--- src/hdl/itp_pkg.sv ---
`default_nettype none
package itp_pkg;

   // Stack codes
   localparam logic [1:0] OP_LPAR  = 2'd0;
   localparam logic [1:0] OP_PLUS  = 2'd1;
   localparam logic [1:0] OP_MINUS = 2'd2;
   localparam logic [1:0] OP_TIMES = 2'd3;

   localparam logic [7:0] CH_LPAR  = 8'h28;
   localparam logic [7:0] CH_RPAR  = 8'h29;
   localparam logic [7:0] CH_TIMES = 8'h2A;
   localparam logic [7:0] CH_PLUS  = 8'h2B;
   localparam logic [7:0] CH_MINUS = 8'h2D;
   localparam logic [7:0] CH_TERM  = 8'h00;

   localparam logic KIND_END = 1'b1;

   typedef enum logic [2:0] {
      CL_OPND,
      CL_LPAR,
      CL_RPAR,
      CL_OPER,
      CL_END
   } class_type;

   typedef enum logic [1:0] {
      EM_TOP,
      EM_PEND,
      EM_CHAR,
      EM_TERM
   } emit_sel_type;

   typedef enum logic [1:0] {
      ST_IDLE,
      ST_EXEC,
      ST_POPPED
   } state_type;

   // Controller to datapath
   typedef struct packed {
      logic         load_item;
      logic         pop;
      logic         push;
      logic         drop;
      logic         load_pend;
      logic         emit;
      emit_sel_type emit_sel;
      logic         emit_last;
      logic         clr_ovf;
   } cmd_type;

   // Datapath to controller
   typedef struct packed {
      class_type  cls;
      logic [1:0] code;
      logic [1:0] top;
      logic       cnt_zero;
      logic       out_free;
   } stat_type;

   function automatic class_type classify(input logic kind, input logic [7:0] ch);
      class_type cl;
      if (kind == KIND_END) begin
         cl = CL_END;
      end else begin
         case (ch)
            CH_LPAR:                     cl = CL_LPAR;
            CH_RPAR:                     cl = CL_RPAR;
            CH_PLUS, CH_MINUS, CH_TIMES: cl = CL_OPER;
            default:                     cl = CL_OPND;
         endcase
      end
      return cl;
   endfunction

   function automatic logic [1:0] op_code(input logic [7:0] ch);
      logic [1:0] c;
      case (ch)
         CH_PLUS:  c = OP_PLUS;
         CH_MINUS: c = OP_MINUS;
         default:  c = OP_TIMES;
      endcase
      return c;
   endfunction

   function automatic logic [7:0] op_char(input logic [1:0] code);
      logic [7:0] ch;
      unique case (code)
         OP_LPAR:  ch = CH_LPAR;
         OP_PLUS:  ch = CH_PLUS;
         OP_MINUS: ch = CH_MINUS;
         default:  ch = CH_TIMES;
      endcase
      return ch;
   endfunction

endpackage
`default_nettype wire

--- src/hdl/infix_to_postfix_converter.sv ---
// Channel | Direction | Handshake            | Payload
// req     | in        | req_valid/req_ready  | req_kind, req_char_in
// rsp     | out       | rsp_valid/rsp_ready  | rsp_out_char, rsp_is_end, rsp_overflow, rsp_last
//
// An operand or '(' is loaded in ST_IDLE and handled in ST_EXEC; an operator or ')'
// pops its entries through ST_EXEC and ST_POPPED; an end item pops every stacked entry
// in ST_EXEC and then emits the terminator. Pops go one per cycle, unless a stalled rsp
// holds them, through the single registered stack read port.
// Synchronous reset empties the stack and clears the overflow flag.
// A stalled rsp holds the controller until the output register frees.
`default_nettype none
module infix_to_postfix_converter #(
   parameter int STACK_DEPTH = 16
) (
   input  wire logic       clock,
   input  wire logic       reset,
   input  wire logic       req_valid,
   output logic            req_ready,
   input  wire logic       req_kind,
   input  wire logic [7:0] req_char_in,
   output logic            rsp_valid,
   input  wire logic       rsp_ready,
   output logic [7:0]      rsp_out_char,
   output logic            rsp_is_end,
   output logic            rsp_overflow,
   output logic            rsp_last
);
   import itp_pkg::*;

   cmd_type  cmd;
   stat_type stat;

   itp_ctrl u_ctrl (
      .clock     (clock),
      .reset     (reset),
      .req_valid (req_valid),
      .req_ready (req_ready),
      .stat      (stat),
      .cmd       (cmd)
   );

   itp_dpath #(
      .STACK_DEPTH (STACK_DEPTH)
   ) u_dpath (
      .clock        (clock),
      .reset        (reset),
      .req_kind     (req_kind),
      .req_char_in  (req_char_in),
      .cmd          (cmd),
      .stat         (stat),
      .rsp_valid    (rsp_valid),
      .rsp_ready    (rsp_ready),
      .rsp_out_char (rsp_out_char),
      .rsp_is_end   (rsp_is_end),
      .rsp_overflow (rsp_overflow),
      .rsp_last     (rsp_last)
   );

endmodule
`default_nettype wire

--- src/hdl/itp_ctrl.sv ---
`default_nettype none
module itp_ctrl (
   input  wire logic            clock,
   input  wire logic            reset,
   input  wire logic            req_valid,
   output logic                 req_ready,
   input  wire itp_pkg::stat_type stat,
   output itp_pkg::cmd_type     cmd
);
   import itp_pkg::*;

   state_type state_ff, state_in;
   logic      pop_op, pop_rp, more;

   // Pop conditions on the current top of stack
   assign pop_op = !stat.cnt_zero && (stat.top != OP_LPAR) &&
                   !((stat.top != OP_TIMES) && (stat.code == OP_TIMES));
   assign pop_rp = !stat.cnt_zero && (stat.top != OP_LPAR);
   assign more   = (stat.cls == CL_OPER) ? pop_op : pop_rp;

   assign req_ready = (state_ff == ST_IDLE);

   // Next state
   always_comb begin
      state_in = state_ff;
      unique case (state_ff)
         ST_IDLE: begin
            if (req_valid) state_in = ST_EXEC;
         end
         ST_EXEC: begin
            case (stat.cls)
               CL_END: begin
                  if (stat.cnt_zero && stat.out_free) state_in = ST_IDLE;
               end
               CL_OPND: begin
                  if (stat.out_free) state_in = ST_IDLE;
               end
               CL_OPER: state_in = pop_op ? ST_POPPED : ST_IDLE;
               CL_RPAR: state_in = pop_rp ? ST_POPPED : ST_IDLE;
               default: state_in = ST_IDLE;
            endcase
         end
         ST_POPPED: begin
            if (stat.out_free && !more) state_in = ST_IDLE;
         end
         default: state_in = ST_IDLE;
      endcase
   end

   // Outputs
   always_comb begin
      cmd = '0;
      cmd.emit_sel = EM_CHAR;
      unique case (state_ff)
         ST_IDLE: begin
            cmd.load_item = req_valid;
         end
         ST_EXEC: begin
            case (stat.cls)
               CL_END: begin
                  if (stat.out_free) begin
                     cmd.emit = 1'b1;
                     if (!stat.cnt_zero) begin
                        cmd.emit_sel = EM_TOP;
                        cmd.pop      = 1'b1;
                     end else begin
                        cmd.emit_sel  = EM_TERM;
                        cmd.emit_last = 1'b1;
                        cmd.clr_ovf   = 1'b1;
                     end
                  end
               end
               CL_OPND: begin
                  if (stat.out_free) begin
                     cmd.emit      = 1'b1;
                     cmd.emit_sel  = EM_CHAR;
                     cmd.emit_last = 1'b1;
                  end
               end
               CL_LPAR: cmd.push = 1'b1;
               CL_OPER: begin
                  if (pop_op) begin
                     cmd.load_pend = 1'b1;
                     cmd.pop       = 1'b1;
                  end else begin
                     cmd.push = 1'b1;
                  end
               end
               CL_RPAR: begin
                  if (pop_rp) begin
                     cmd.load_pend = 1'b1;
                     cmd.pop       = 1'b1;
                  end else begin
                     cmd.drop = 1'b1;
                  end
               end
               default: ;
            endcase
         end
         ST_POPPED: begin
            // pending pop goes out once we know whether another follows
            if (stat.out_free) begin
               cmd.emit      = 1'b1;
               cmd.emit_sel  = EM_PEND;
               cmd.emit_last = !more;
               if (more) begin
                  cmd.load_pend = 1'b1;
                  cmd.pop       = 1'b1;
               end else if (stat.cls == CL_OPER) begin
                  cmd.push = 1'b1;
               end else begin
                  cmd.drop = 1'b1;
               end
            end
         end
         default: ;
      endcase
   end

   always_ff @(posedge clock) begin
      if (reset) begin
         state_ff <= ST_IDLE;
      end else begin
         state_ff <= state_in;
      end
   end

endmodule
`default_nettype wire

--- src/hdl/itp_dpath.sv ---
`default_nettype none
module itp_dpath #(
   parameter int STACK_DEPTH = 16
) (
   input  wire logic             clock,
   input  wire logic             reset,
   input  wire logic             req_kind,
   input  wire logic [7:0]       req_char_in,
   input  wire itp_pkg::cmd_type cmd,
   output itp_pkg::stat_type     stat,
   output logic                  rsp_valid,
   input  wire logic             rsp_ready,
   output logic [7:0]            rsp_out_char,
   output logic                  rsp_is_end,
   output logic                  rsp_overflow,
   output logic                  rsp_last
);
   import itp_pkg::*;

   localparam int CNT_W  = $clog2(STACK_DEPTH + 1);
   localparam int ADDR_W = $clog2(STACK_DEPTH);

   logic [1:0]        mem [STACK_DEPTH];
   logic [1:0]        rd_ff;
   logic [CNT_W-1:0]  cnt_ff, cnt_in, cnt_dec;
   logic [ADDR_W-1:0] rd_addr, wr_addr;
   logic              full, push_ok;
   logic              ovf_ff, ovf_in;
   logic              kind_ff;
   logic [7:0]        char_ff, pend_ff;
   class_type         cls;
   logic [1:0]        push_code;
   logic              out_valid_ff;
   logic [7:0]        out_char_ff;
   logic              out_end_ff, out_ovf_ff, out_last_ff;
   logic              out_free;

   // Held item
   always_ff @(posedge clock) begin
      if (cmd.load_item) begin
         kind_ff <= req_kind;
         char_ff <= req_char_in;
      end
   end

   assign cls       = classify(kind_ff, char_ff);
   assign push_code = (cls == CL_LPAR) ? OP_LPAR : op_code(char_ff);

   // Stack count and overflow flag
   assign full    = (cnt_ff == CNT_W'(STACK_DEPTH));
   assign push_ok = cmd.push && !full;
   assign cnt_dec = cnt_ff - CNT_W'(1);

   always_comb begin
      cnt_in = cnt_ff;
      if (cmd.pop || (cmd.drop && (cnt_ff != '0))) begin
         cnt_in = cnt_dec;
      end else if (push_ok) begin
         cnt_in = cnt_ff + CNT_W'(1);
      end
   end

   always_comb begin
      ovf_in = ovf_ff;
      if (cmd.push && full) begin
         ovf_in = 1'b1;
      end else if (cmd.clr_ovf) begin
         ovf_in = 1'b0;
      end
   end

   always_ff @(posedge clock) begin
      if (reset) begin
         cnt_ff <= '0;
         ovf_ff <= 1'b0;
      end else begin
         cnt_ff <= cnt_in;
         ovf_ff <= ovf_in;
      end
   end

   // Stack memory; read port tracks the next top of stack
   assign wr_addr = cnt_ff[ADDR_W-1:0];
   assign rd_addr = cnt_in[ADDR_W-1:0] - ADDR_W'(1);

   always_ff @(posedge clock) begin
      if (push_ok) begin
         mem[wr_addr] <= push_code;
      end
      rd_ff <= mem[rd_addr];
   end

   // Popped operator waiting for its last flag
   always_ff @(posedge clock) begin
      if (cmd.load_pend) begin
         pend_ff <= op_char(rd_ff);
      end
   end

   // Output register
   assign out_free = !out_valid_ff || rsp_ready;

   always_ff @(posedge clock) begin
      if (reset) begin
         out_valid_ff <= 1'b0;
      end else if (cmd.emit) begin
         out_valid_ff <= 1'b1;
      end else if (rsp_ready) begin
         out_valid_ff <= 1'b0;
      end
   end

   always_ff @(posedge clock) begin
      if (cmd.emit) begin
         out_last_ff <= cmd.emit_last;
         out_end_ff  <= (cmd.emit_sel == EM_TERM);
         out_ovf_ff  <= (cmd.emit_sel == EM_TERM) && ovf_ff;
         case (cmd.emit_sel)
            EM_TOP:  out_char_ff <= op_char(rd_ff);
            EM_PEND: out_char_ff <= pend_ff;
            EM_CHAR: out_char_ff <= char_ff;
            default: out_char_ff <= CH_TERM;
         endcase
      end
   end

   assign rsp_valid    = out_valid_ff;
   assign rsp_out_char = out_char_ff;
   assign rsp_is_end   = out_end_ff;
   assign rsp_overflow = out_ovf_ff;
   assign rsp_last     = out_last_ff;

   assign stat.cls      = cls;
   assign stat.code     = op_code(char_ff);
   assign stat.top      = rd_ff;
   assign stat.cnt_zero = (cnt_ff == '0);
   assign stat.out_free = out_free;

   // Checks
   a_no_underflow: assert property (@(posedge clock) disable iff (reset)
      cmd.pop |-> (cnt_ff != '0))
      else $error("pop on empty stack");

   a_emit_free: assert property (@(posedge clock) disable iff (reset)
      cmd.emit |-> out_free)
      else $error("output register overwritten");

   a_ovf_clear: assert property (@(posedge clock) disable iff (reset)
      (cmd.emit && (cmd.emit_sel == EM_TERM)) |=> !ovf_ff)
      else $error("overflow flag not cleared after terminator");

endmodule
`default_nettype wire

--- config.mk ---
export PLATFORM = sky130hd
export DESIGN_NAME = infix_to_postfix_converter
export DESIGN_NICKNAME = d
export VERILOG_FILES = /design/src/hdl/itp_pkg.sv /design/src/hdl/infix_to_postfix_converter.sv /design/src/hdl/itp_ctrl.sv /design/src/hdl/itp_dpath.sv
export SDC_FILE = /design/constraint.sdc
export NUM_CORES = 1
export LEC_CHECK = 0
export ABC_AREA = 1
export BUFFER_PORTS_ARGS = -buffer_cell sky130_fd_sc_hd__buf_2
export CORE_MARGIN = 4
export CORE_UTILIZATION = 40
export DETAILED_ROUTE_END_ITERATION = 12
export HOLD_SLACK_MARGIN = 0.06
export PLACE_DENSITY_LB_ADDON = 0.12
export SYNTH_ARGS = -nofsm -noshare
export SYNTH_HDL_FRONTEND = slang
export SYNTH_SLANG_ARGS = --single-unit
--- constraint.sdc ---
create_clock -name clock -period 3.9 [get_ports clock]
set_input_delay 0.585 -clock clock [delete_from_list [all_inputs] [get_ports clock]]
set_output_delay 0.585 -clock clock [all_outputs]
set_load 0.01 [all_outputs]
==> results of run 1 <==
-- worst paths after layout --
check / from / end / slack [ns] / cells past startpoint
hold / removal: req_char_in[3] / u_dpath.char_ff[3]$_DFFE_PP_ / 0.41 / 1
setup reg to reg: u_dpath.char_ff[1]$_DFFE_PP_ / u_dpath.rd_ff[0]$_DFF_P_ / 0.43 / 23
hold reg to reg: u_dpath.ovf_ff$_SDFFE_PP0P_ / u_dpath.ovf_ff$_SDFFE_PP0P_ / 0.47 / 2
setup / recovery: u_dpath.char_ff[1]$_DFFE_PP_ / u_dpath.rd_ff[0]$_DFF_P_ / 0.43 / 23
-- metal layers --
metal  global-route usage, %  up-vias  routed length (um)
met5                       0        -                   0
met4                   3.843        0                  40
met3                   3.706        4                 293
met2                   22.83       51                3545
met1                   22.36     1226                4189
li1                        -     1414                   -
-- Yosys cell counts --
master,n
nand3_4,3
edfxtp_1,55
nand2_8,2
or2_2,2
nor2_8,1
and3_1,1
o211ai_1,3
nand2_1,85
o21ai_0,4
a21oi_1,11
xor2_1,4
nor2_2,3
buf_6,3
nor3_1,1
nor3b_1,1
a31oi_1,1
clkinv_1,1
nand3_2,2
nand3b_1,5
ha_1,17
nand3b_4,1
nand4_1,4
o2111ai_1,1
inv_1,60
nand2_2,12
a211oi_1,2
nor4_1,2
nand2_4,4
dfxtp_1,11
buf_4,3
clkbuf_1,1
inv_2,6
nor2_4,2
nand3_1,55
nor2_1,43
buf_1,1
-- registers in the layout, indices dropped and copies added, names as in the netlist --
signal                flops
u_dpath.rsp_valid         1
u_dpath.cnt_ff            5
u_ctrl.state_ff           2
u_dpath.ovf_ff            1
u_dpath.rsp_overflow      1
u_dpath.rsp_last          1
u_dpath.mem              32
u_dpath.rd_ff             2
u_dpath.pend_ff           3
u_dpath.kind_ff           1
u_dpath.rsp_is_end        1
u_dpath.char_ff           8
u_dpath.rsp_out_char      8
-- per-stage QoR --
step	hold WS, ns	power, uW	setup WS (ns)	utilization (%)
after floorplan	0.4402	1053	0.6859	-
after detailed placement	0.4561	1143	0.3059	43.36
final	0.4087	1893	0.4312	46.43
after CTS	0.3921	1915	0.2660	46.26
after global placement	0.4517	1141	0.4032	43.36
after global routing	0.3863	1986	0.05226	46.43
-- final cells by class --
class                           count  area [um2]
Sequential cell                    66        1872
Tap cell                          111       138.9
Clock inverter                      7       141.4
Clock buffer                        9       123.9
Inverter                           67       251.5
Fill cell                         876        4903
Multi-Input combinational cell    272        1567
Timing Repair Buffer               29       155.1
-- cell families (layout without fill, tap and decap cells) --
logic type	Yosys count	in the layout	synth area share (%)
DFF	66	66	50.07
AOI/OAI and AO/OA	22	22	3.414
and+or+nand+nor	229	229	31.46
adders and majority gates	17	17	5.689
xor gates and xnor gates	4	4	0.9370
buffers and inverters	75	112	8.433
-- layout by cell type (no fill, tap or decap), drive strengths merged --
master and n:
a21oi 11, edfxtp 55, buf 29, ha 17
nand3b 6, o211ai 3, nand2 103, a211oi 2
nor3 1, o2111ai 1, nor2 49, and3 1
bufinv 4, or2 2, inv 66, clkbuf 9
clkinv 4, dfxtp 11, nand4 4, a31oi 1
nand3 60, nor3b 1, xor2 4, nor4 2
o21ai 4
-- repair_timing --
action,4_1_cts,5_1_grt
endpoints found under the setup margin,0,2
resized for setup,0,3
setup buffers,0,0
-- power groups by stage --
stage	combinational (uW)	clock [uW]	sequential (uW)
5_1_grt	326	814	846
2_1_floorplan	186	0	867
6_report	286	767	841
3_5_place_dp	285	0	857
4_1_cts	286	787	841
3_3_place_gp	284	0	857
==> results.py, run 1 <==
metrics = {
    "power_and_ir_drop": {
        "p_sw_share_pct": 25.99,
        "internal_power_uw": 1401,
        "p_per_area_nw_per_um2": 445.6,
        "pwr-share-seq_pct": 44.4,
        "vdd.ir_drop.worst_v": 0.0002093,
        "p_sw_uw": 492.0,
        "combPwrFrac_pct": 15.1,
        "p_leak_uw": 0.001853,
        "clkPwrFrac_pct": 40.5,
    },
    "yosys": {
        "ys_ff_latch": 66,
        "synth_cells": 413,
        "syn_area_um2": 3739,
        "synth_top_area_share_pct": 44.18,
        "synth_top_cells_by_area": "edfxtp_1, nand2_1, nand3_1",
        "seq_area_frac_synth_pct": 50.07,
        "synth.net_count": 443,
        "ys_types": 36,
        "yosysWarnings": 0,
        "netlist.top_cell.by_area": "edfxtp_1",
        "synth_area_per_cell_um2": 9.052,
    },
    "setup_path": {
        "arrival_ns": 3.70,
        "crit_top_cell": "nand2_1",
        "path_class": "register to register",
        "critPathMaxStageDelay_ns": 0.45,
        "cp-start-kind": "register",
        "cp_max_fo": 18,
        "critPathBufInv": 4,
        "critical_path_required_ns": 4.13,
        "path_cells": "inv_2 -> nand2_1 -> nor4_2 -> inv_1 -> ha_1 -> inv_1 -> nand2_1 -> nand3_2 -> a31oi_1 -> nor2_2 -> nand3_4 -> nand2_4 -> nand2_4 -> nand2_8 -> nand2_8 -> ha_2 -> inv_1 -> nand3_1 -> nand2_1 -> nand2_1 -> nand2_1 -> nand2_1 -> nand2_1",
        "critPathSlowestCell": "ha_2",
        "cpLargestDelayFamily": "simple AND/OR/NAND/NOR gates",
        "cp-end-kind": "register",
    },
    "clocking": {
        "hold_buffers": 0,
        "cts-root-buf": "clkbuf_8",
        "insertion_delay_ns": 0.35,
        "cts_buffers": 9,
        "clkTransAtPathRegs_ns": 0.08,
        "cts_max_path_buffers": 2,
        "htree_num_levels": 3,
        "numClockSinks": 66,
        "cts_tree": "yes",
    },
    "die": {
        "die_h_um": 104.7,
        "die_area_um2": 10960,
        "die_w_um": 104.7,
        "ios": 26,
        "core_um2": 9153,
        "fp-row-count": 35,
        "initial_core_util_pct": 40.85,
    },
    "outcome": {
        "status": "finished, final reports clean",
    },
    "layout": {
        "final_area_um2": 4249,
        "finalNetCount": 475,
        "final_cells": 561,
        "drive_above_1_share_pct": 18.89,
        "diodes": 0,
        "syn_to_final_growth_pct": 13.65,
    },
    "sta": {
        "setup_viol": 0,
        "hold_violations": 0,
        "max_freq_ghz": 0.2883,
        "rsz0062_at_grt": "no",
        "drv_slew": 0,
        "tns_ns": 0,
        "slew_headroom_pct": 66.63,
        "post-route-period-util_pct": 88.94,
        "fin_crit_ns": 3.469,
        "tightest_slew_ns": 0.4953,
        "clock-skew-final_ns": 0.01229,
    },
    "global_routing": {
        "grt_antenna_before_repair": 0,
        "grt_usage_pct": 15.31,
        "grt_pass1_vias": 2599,
        "grt-ovfl-total": 0,
        "grt_max_degree": 19,
        "grt_pass1_wl_mm": 13.31,
    },
    "route": {
        "drt-total-wl_mm": 8.069,
        "firstDrtPassIters": 4,
        "drtIter0Drc": 147,
        "wl_per_cell_um": 14.38,
        "drc": 0,
        "avgViaCountPerCell": 4.804,
        "postRouteAntennaNets": 0,
        "vias": 2695,
    },
    "run": {
        "cap_violations": 0,
    },
    "hold_path": {
        "worstHoldPathType": "input port to register",
    },
    "placement": {
        "io_buffers": 25,
        "dpl.hpwl_mm": 6.165,
        "dp.cells": 545,
        "place_congestion": 0.8818,
        "place_area_um2": 3969,
    },
}
No activity file was read; power rests on OpenSTA's default activity.
==> run 2, diff against run 1 <==
ABC_AREA = not set   (was 1)
CORE_MARGIN = 5   (was 4)
==> results.py, run 2 <==
metrics = {
    "die": {
        "core_um2": 9109,
        "initial_core_util_pct": 40.56,
        "die_w_um": 106.1,
        "fp-row-count": 35,
        "die_h_um": 106.1,
        "ios": 26,
        "die_area_um2": 11260,
    },
    "global_routing": {
        "grt_max_degree": 17,
        "grt_pass1_vias": 2583,
        "grt-ovfl-total": 0,
        "grt_antenna_before_repair": 0,
        "grt_pass1_wl_mm": 12.90,
        "grt_usage_pct": 14.78,
    },
    "yosys": {
        "ys_ff_latch": 66,
        "async_flop_share_pct": 0,
        "synth.net_count": 326,
        "yosysWarnings": 0,
        "synth_common_cells": "edfxtp_1, nor2_1, ha_1, and2_1, inv_1",
        "synth.most_common_cell": "edfxtp_1",
        "ys_types": 65,
        "netlist.top_cell.by_area": "edfxtp_1",
        "synth_top_area_share_pct": 44.70,
        "syn_area_um2": 3695,
        "seq_area_frac_synth_pct": 50.66,
        "synth_top_cells_by_area": "edfxtp_1, dfxtp_1, ha_1",
        "synth_flop_cell": "edfxtp_1",
        "synth_area_per_cell_um2": 12.48,
        "synth_edf_count": 55,
        "synth_cells": 296,
    },
    "run": {
        "cap_violations": 0,
    },
    "setup_path": {
        "cp-start-kind": "register",
        "critPathSlowestCell": "mux4_1",
        "cp_max_fo": 5,
        "critPathMaxStageDelay_ns": 0.57,
        "path_class": "register to register",
        "cp-end-kind": "register",
        "critical_path_required_ns": 4.12,
        "arrival_ns": 4.14,
        "path_cells": "and3b_2 -> and2_1 -> nand3_1 -> ha_4 -> nor3_1 -> or4_1 -> a221oi_2 -> o211ai_2 -> o21ai_4 -> nor2_4 -> xnor2_4 -> buf_4 -> mux4_1 -> mux4_2",
    },
    "power_and_ir_drop": {
        "vdd.ir_drop.worst_v": 0.0003053,
        "p_leak_uw": 0.001803,
        "p_per_area_nw_per_um2": 471.6,
    },
    "route": {
        "drc": 0,
        "drtIter0Drc": 121,
        "vias": 2571,
        "avgViaCountPerCell": 5.268,
        "firstDrtPassIters": 4,
        "drt-total-wl_mm": 7.939,
        "wl_per_cell_um": 16.27,
        "postRouteAntennaNets": 0,
    },
    "clocking": {
        "cts_tree": "yes",
        "cts_max_path_buffers": 2,
        "insertion_delay_ns": 0.34,
        "cts_buffers": 9,
        "clkTransAtPathRegs_ns": 0.07,
        "cts-root-buf": "clkbuf_8",
        "numClockSinks": 66,
        "htree_num_levels": 3,
    },
    "placement": {
        "place_area_um2": 4228,
        "dp.cells": 462,
        "place_congestion": 0.8629,
        "io_buffers": 25,
        "dpl.hpwl_mm": 5.947,
    },
    "outcome": {
        "status": "finished with violations",
        "violations": "setup timing",
    },
    "sta": {
        "slew_headroom_pct": 42.00,
        "drv_slew": 0,
        "rsz0062_at_grt": "yes",
        "timing.hold.ws_ns": 0.4170,
        "setup_viol": 2,
        "fin_crit_ns": 3.918,
        "max_freq_ghz": 0.2552,
        "post-route-period-util_pct": 100.5,
        "hold_violations": 0,
        "tightest_slew_ns": 0.8668,
        "fin_ws_ns": -0.01830,
        "clock-skew-final_ns": 0.004030,
    },
    "layout": {
        "final_cells": 488,
        "drive_above_1_share_pct": 36.60,
        "syn_to_final_growth_pct": 24.55,
        "fin_util_pct": 50.52,
        "diodes": 0,
        "largest-register": "u_dpath.mem",
        "final_area_um2": 4602,
        "finalNetCount": 403,
        "final_common_cell": "edfxtp_1",
        "fillers": 849,
        "final_cell_mix": "edfxtp_1, buf_4, nor2_1, buf_2, and2_1",
        "largest_reg_flops": 32,
    },
    "hold_path": {
        "worstHoldPathType": "input port to register",
    },
}
## run 2: cell types whose count changed after synthesis, sizes merged, moves of 5 or more
cell | previous run | this run
inv | 66 | 14
mux2 | 0 | 5
mux2i | 0 | 12
nor2b | 0 | 5
and2 | 0 | 16
nand2 | 103 | 11
mux4 | 0 | 9
nand3 | 60 | 7
nor2 | 49 | 34
nand3b | 6 | 1
## run 2: metal layers
layer,routed length (um),GRT usage (%),vias to the layer above
li1,-,-,1259
met1,3895,21.38,1245
met2,3545,21.90,55
met3,384,3.339,12
met4,114,4.903,0
met5,0,0,-
## run 2: metrics by stage
step	setup WS [ns]	setup TNS (ns)	power [uW]
2_1_floorplan	-0.002197	-0.002197	1269
3_3_place_gp	-0.1135	-0.1135	1519
3_5_place_dp	-0.1412	-0.1701	1519
4_1_cts	0.006088	0	2160
5_1_grt	-0.1684	-0.3354	2290
6_report	-0.01830	-0.03186	2170
## run 2: power by group
group	leakage (uW)	internal (uW)	switching (uW)
clock	0.0000885	287	262
combinational	0.00119	416	384
sequential	0.000524	799	23.1
total	0.00180	1500	669
## run 2: final cells by class
| class | count | area [um2] | area share, % |
|---|---|---|---|
| Clock buffer | 9 | 123.9 | 2.692 |
| Clock inverter | 6 | 58.81 | 1.278 |
| Inverter | 15 | 61.31 | 1.332 |
| Sequential cell | 66 | 1872 | 40.67 |
| Multi-Input combinational cell | 202 | 1798 | 39.07 |
| Tap cell | 111 | 138.9 | 3.018 |
| Timing Repair Buffer | 79 | 549.3 | 11.94 |
## run 2: final timing paths
path | startpoint | cells past startpoint | slack [ns] | end
worst min register to register | u_dpath.ovf_ff$_SDFFE_PP0P_ | 2 | 0.49 | u_dpath.ovf_ff$_SDFFE_PP0P_
worst max-delay path | u_dpath.char_ff[7]$_DFFE_PP_ | 14 | -0.02 | u_dpath.rd_ff[1]$_DFF_P_
worst max register to register | u_dpath.char_ff[7]$_DFFE_PP_ | 14 | -0.02 | u_dpath.rd_ff[1]$_DFF_P_
worst min-delay path | req_char_in[1] | 1 | 0.42 | u_dpath.char_ff[1]$_DFFE_PP_
## run 2: worst max-delay path, delay by kind of cell, from the launching register on
kind	cells	cell delay [ns]
XOR/XNOR	1	0.17
buffers and inverters	1	0.20
AO/OA/AOI/OAI	3	0.55
flip-flops	1	0.40
AND/OR/NAND/NOR	6	1.11
multiplexers	2	1.04
adder cells (fa/ha/maj)	1	0.32
## run 2: kinds of logic after synthesis
logic type      count (synthesis)  share of synthesized area [%]
flops                          66                          50.66
xor+xnor                        7                          2.438
simple gates                  106                          16.53
compound gates                 46                          10.09
fa+ha+maj                      17                          5.757
mux                            26                          10.67
buf+inv                        28                          3.860
## run 2: what timing repair did
item / 4_1_cts / 5_1_grt
hold buffers: 0 / 0
resized for setup: 14 / 9
endpoints found under the setup margin: 2 / 2
setup buffers: 7 / 4
pin swaps: 4 / 5
==> run 3, diff against run 2 <==
--- a/config.mk
+++ b/config.mk
@@ -8,3 +8,3 @@
 export BUFFER_PORTS_ARGS = -buffer_cell sky130_fd_sc_hd__buf_2
-export CORE_MARGIN = 5
+export CORE_MARGIN = 2
 export CORE_UTILIZATION = 40
--- a/constraint.sdc
+++ b/constraint.sdc
@@ -3,2 +3,2 @@
 set_output_delay 0.585 -clock clock [all_outputs]
-set_load 0.01 [all_outputs]
+set_load 0.005 [all_outputs]
==> results.py, run 3 (same netlist as run 2, synthesis figures left out) <==
metrics = {
    "outcome": {
        "status": "finished with violations",
        "violations": "setup timing",
    },
    "global_routing": {
        "grt_max_degree": 17,
        "grt_pass1_wl_mm": 13.28,
        "grt_usage_pct": 17.43,
        "grt_antenna_before_repair": 0,
        "grt-ovfl-total": 0,
        "grt_pass1_vias": 2617,
    },
    "clocking": {
        "insertion_delay_ns": 0.35,
        "numClockSinks": 66,
        "cts_max_path_buffers": 2,
        "cts_tree": "yes",
        "cts-root-buf": "clkbuf_8",
        "clkTransAtPathRegs_ns": 0.08,
        "cts_buffers": 9,
        "htree_num_levels": 3,
    },
    "die": {
        "die_area_um2": 10020,
        "die_h_um": 100.1,
        "core_um2": 9109,
        "ios": 26,
        "fp-row-count": 35,
        "initial_core_util_pct": 40.56,
        "die_w_um": 100.1,
    },
    "layout": {
        "final_cell_mix": "edfxtp_1, buf_4, nor2_1, buf_2, and2_1",
        "seqCellArea_um2": 1872,
        "largest_reg_flops": 32,
        "finalNetCount": 404,
        "fillers": 850,
        "final_common_cell": "edfxtp_1",
        "diodes": 0,
        "drive_above_1_share_pct": 38.26,
        "multi_input_area_um2": 1799,
        "syn_to_final_growth_pct": 25.53,
        "largest-register": "u_dpath.mem",
        "final_area_um2": 4638,
    },
    "sta": {
        "drv_slew": 0,
        "rsz0062_at_grt": "yes",
        "tns_ns": -0.03379,
        "fin_ws_ns": -0.03379,
        "clock-skew-final_ns": 0.01327,
        "setup_viol": 1,
        "post-route-period-util_pct": 100.9,
        "tightest_slew_ns": 0.9725,
        "max_freq_ghz": 0.2542,
        "slew_headroom_pct": 34.93,
        "fin_crit_ns": 3.934,
        "hold_violations": 0,
    },
    "route": {
        "drtIter0Drc": 133,
        "vias": 2585,
        "postRouteAntennaNets": 0,
        "firstDrtPassIters": 4,
        "drt-met1-wl_mm": 4.124,
        "dr_wl_met3_um": 397,
        "top_layer_used": "met4",
        "avgViaCountPerCell": 5.276,
        "wl_met2_mm": 3.545,
        "drc": 0,
        "drt-total-wl_mm": 8.173,
        "wl_per_cell_um": 16.68,
    },
    "hold_path": {
        "worstHoldPathType": "input port to register",
        "whs_path_depth": 1,
    },
    "run": {
        "cap_violations": 0,
    },
    "placement": {
        "place_ws_ns": -0.1926,
        "dpl.hpwl_mm": 5.978,
        "place_area_um2": 4228,
        "place_congestion": 0.8571,
        "io_buffers": 25,
    },
    "setup_path": {
        "critical_path_required_ns": 4.11,
        "cp-start-kind": "register",
        "cp_max_fo": 5,
        "r2r_cells": 15,
        "cp-end-kind": "register",
        "arrival_ns": 4.15,
        "rrSetupSlack_ns": -0.03,
        "path_class": "register to register",
    },
    "power_and_ir_drop": {
        "p_leak_uw": 0.001814,
        "power_uw": 2210,
        "vdd.ir_drop.worst_v": 0.0003225,
        "p_per_area_nw_per_um2": 476.4,
    },
}
run 3: cell count changes in the layout (fill, tap and decap cells not counted), sizes merged:
cell | before | now
bufinv | 1 | 2
buf | 79 | 80
clkinv | 4 | 5
clkinvlp | 2 | 1
run 3: worst max-delay path, stage by stage (launching register included):
cell and delay [ns]:
edfxtp_1 0.41, nand3b_1 0.23, nor3_2 0.14, nand4b_1 0.20
ha_4 0.35, o41ai_1 0.07, or4_1 0.42, a32o_2 0.28
o21ai_4 0.22, buf_6 0.15, buf_4 0.15, nand2_2 0.07
o41ai_4 0.07, xor2_2 0.25, xor2_2 0.24, mux4_2 0.54
run 3: cell type report:
class / count / share of cell area [%]
multi-input cells: 202 / 38.79
clock buffers: 9 / 2.671
flip-flops and latches: 66 / 40.36
clock inverters: 7 / 2.023
well taps: 111 / 2.994
repair buffers: 80 / 11.84
inverters: 15 / 1.322
run 3: metrics by stage:
step                      utilization [%]  cells  hold slack (ns)
after detailed placement            46.41    462           0.5281
after global placement              46.41    462           0.5202
after floorplan                         -    296           0.4461
final                               50.92    490           0.4047
after CTS                           50.07    485           0.3970
after global routing                50.92    490           0.3918
run 3: where the power goes:
part / total (uW) / switching, uW / internal (uW)
clock network: 638 / 279 / 359
logic: 750 / 382 / 369
registers: 821 / 23.0 / 798
run 3: path summary, 6_finish.rpt:
kind                                                 startpoint                         endpoint
worst max register to register     u_dpath.char_ff[7]$_DFFE_PP_         u_dpath.rd_ff[1]$_DFF_P_
worst min register to register  u_ctrl.state_ff[0]$_SDFFE_PP0P_  u_ctrl.state_ff[0]$_SDFFE_PP0P_
worst min-delay path                             req_char_in[7]     u_dpath.char_ff[7]$_DFFE_PP_
worst max-delay path               u_dpath.char_ff[7]$_DFFE_PP_         u_dpath.rd_ff[1]$_DFF_P_
run 3: timing repair:
action,in CTS,in global routing
buffers inserted,7,5
pin swaps,8,9
endpoints found under the setup margin,2,2
hold buffers,0,0
resized for setup,16,9
run 3: per-layer routing:
metal,up-vias,track usage [%]
met5,-,0
met1,1262,25.84
met2,52,25.62
met4,0,5.690
li1,1261,-
met3,10,3.691
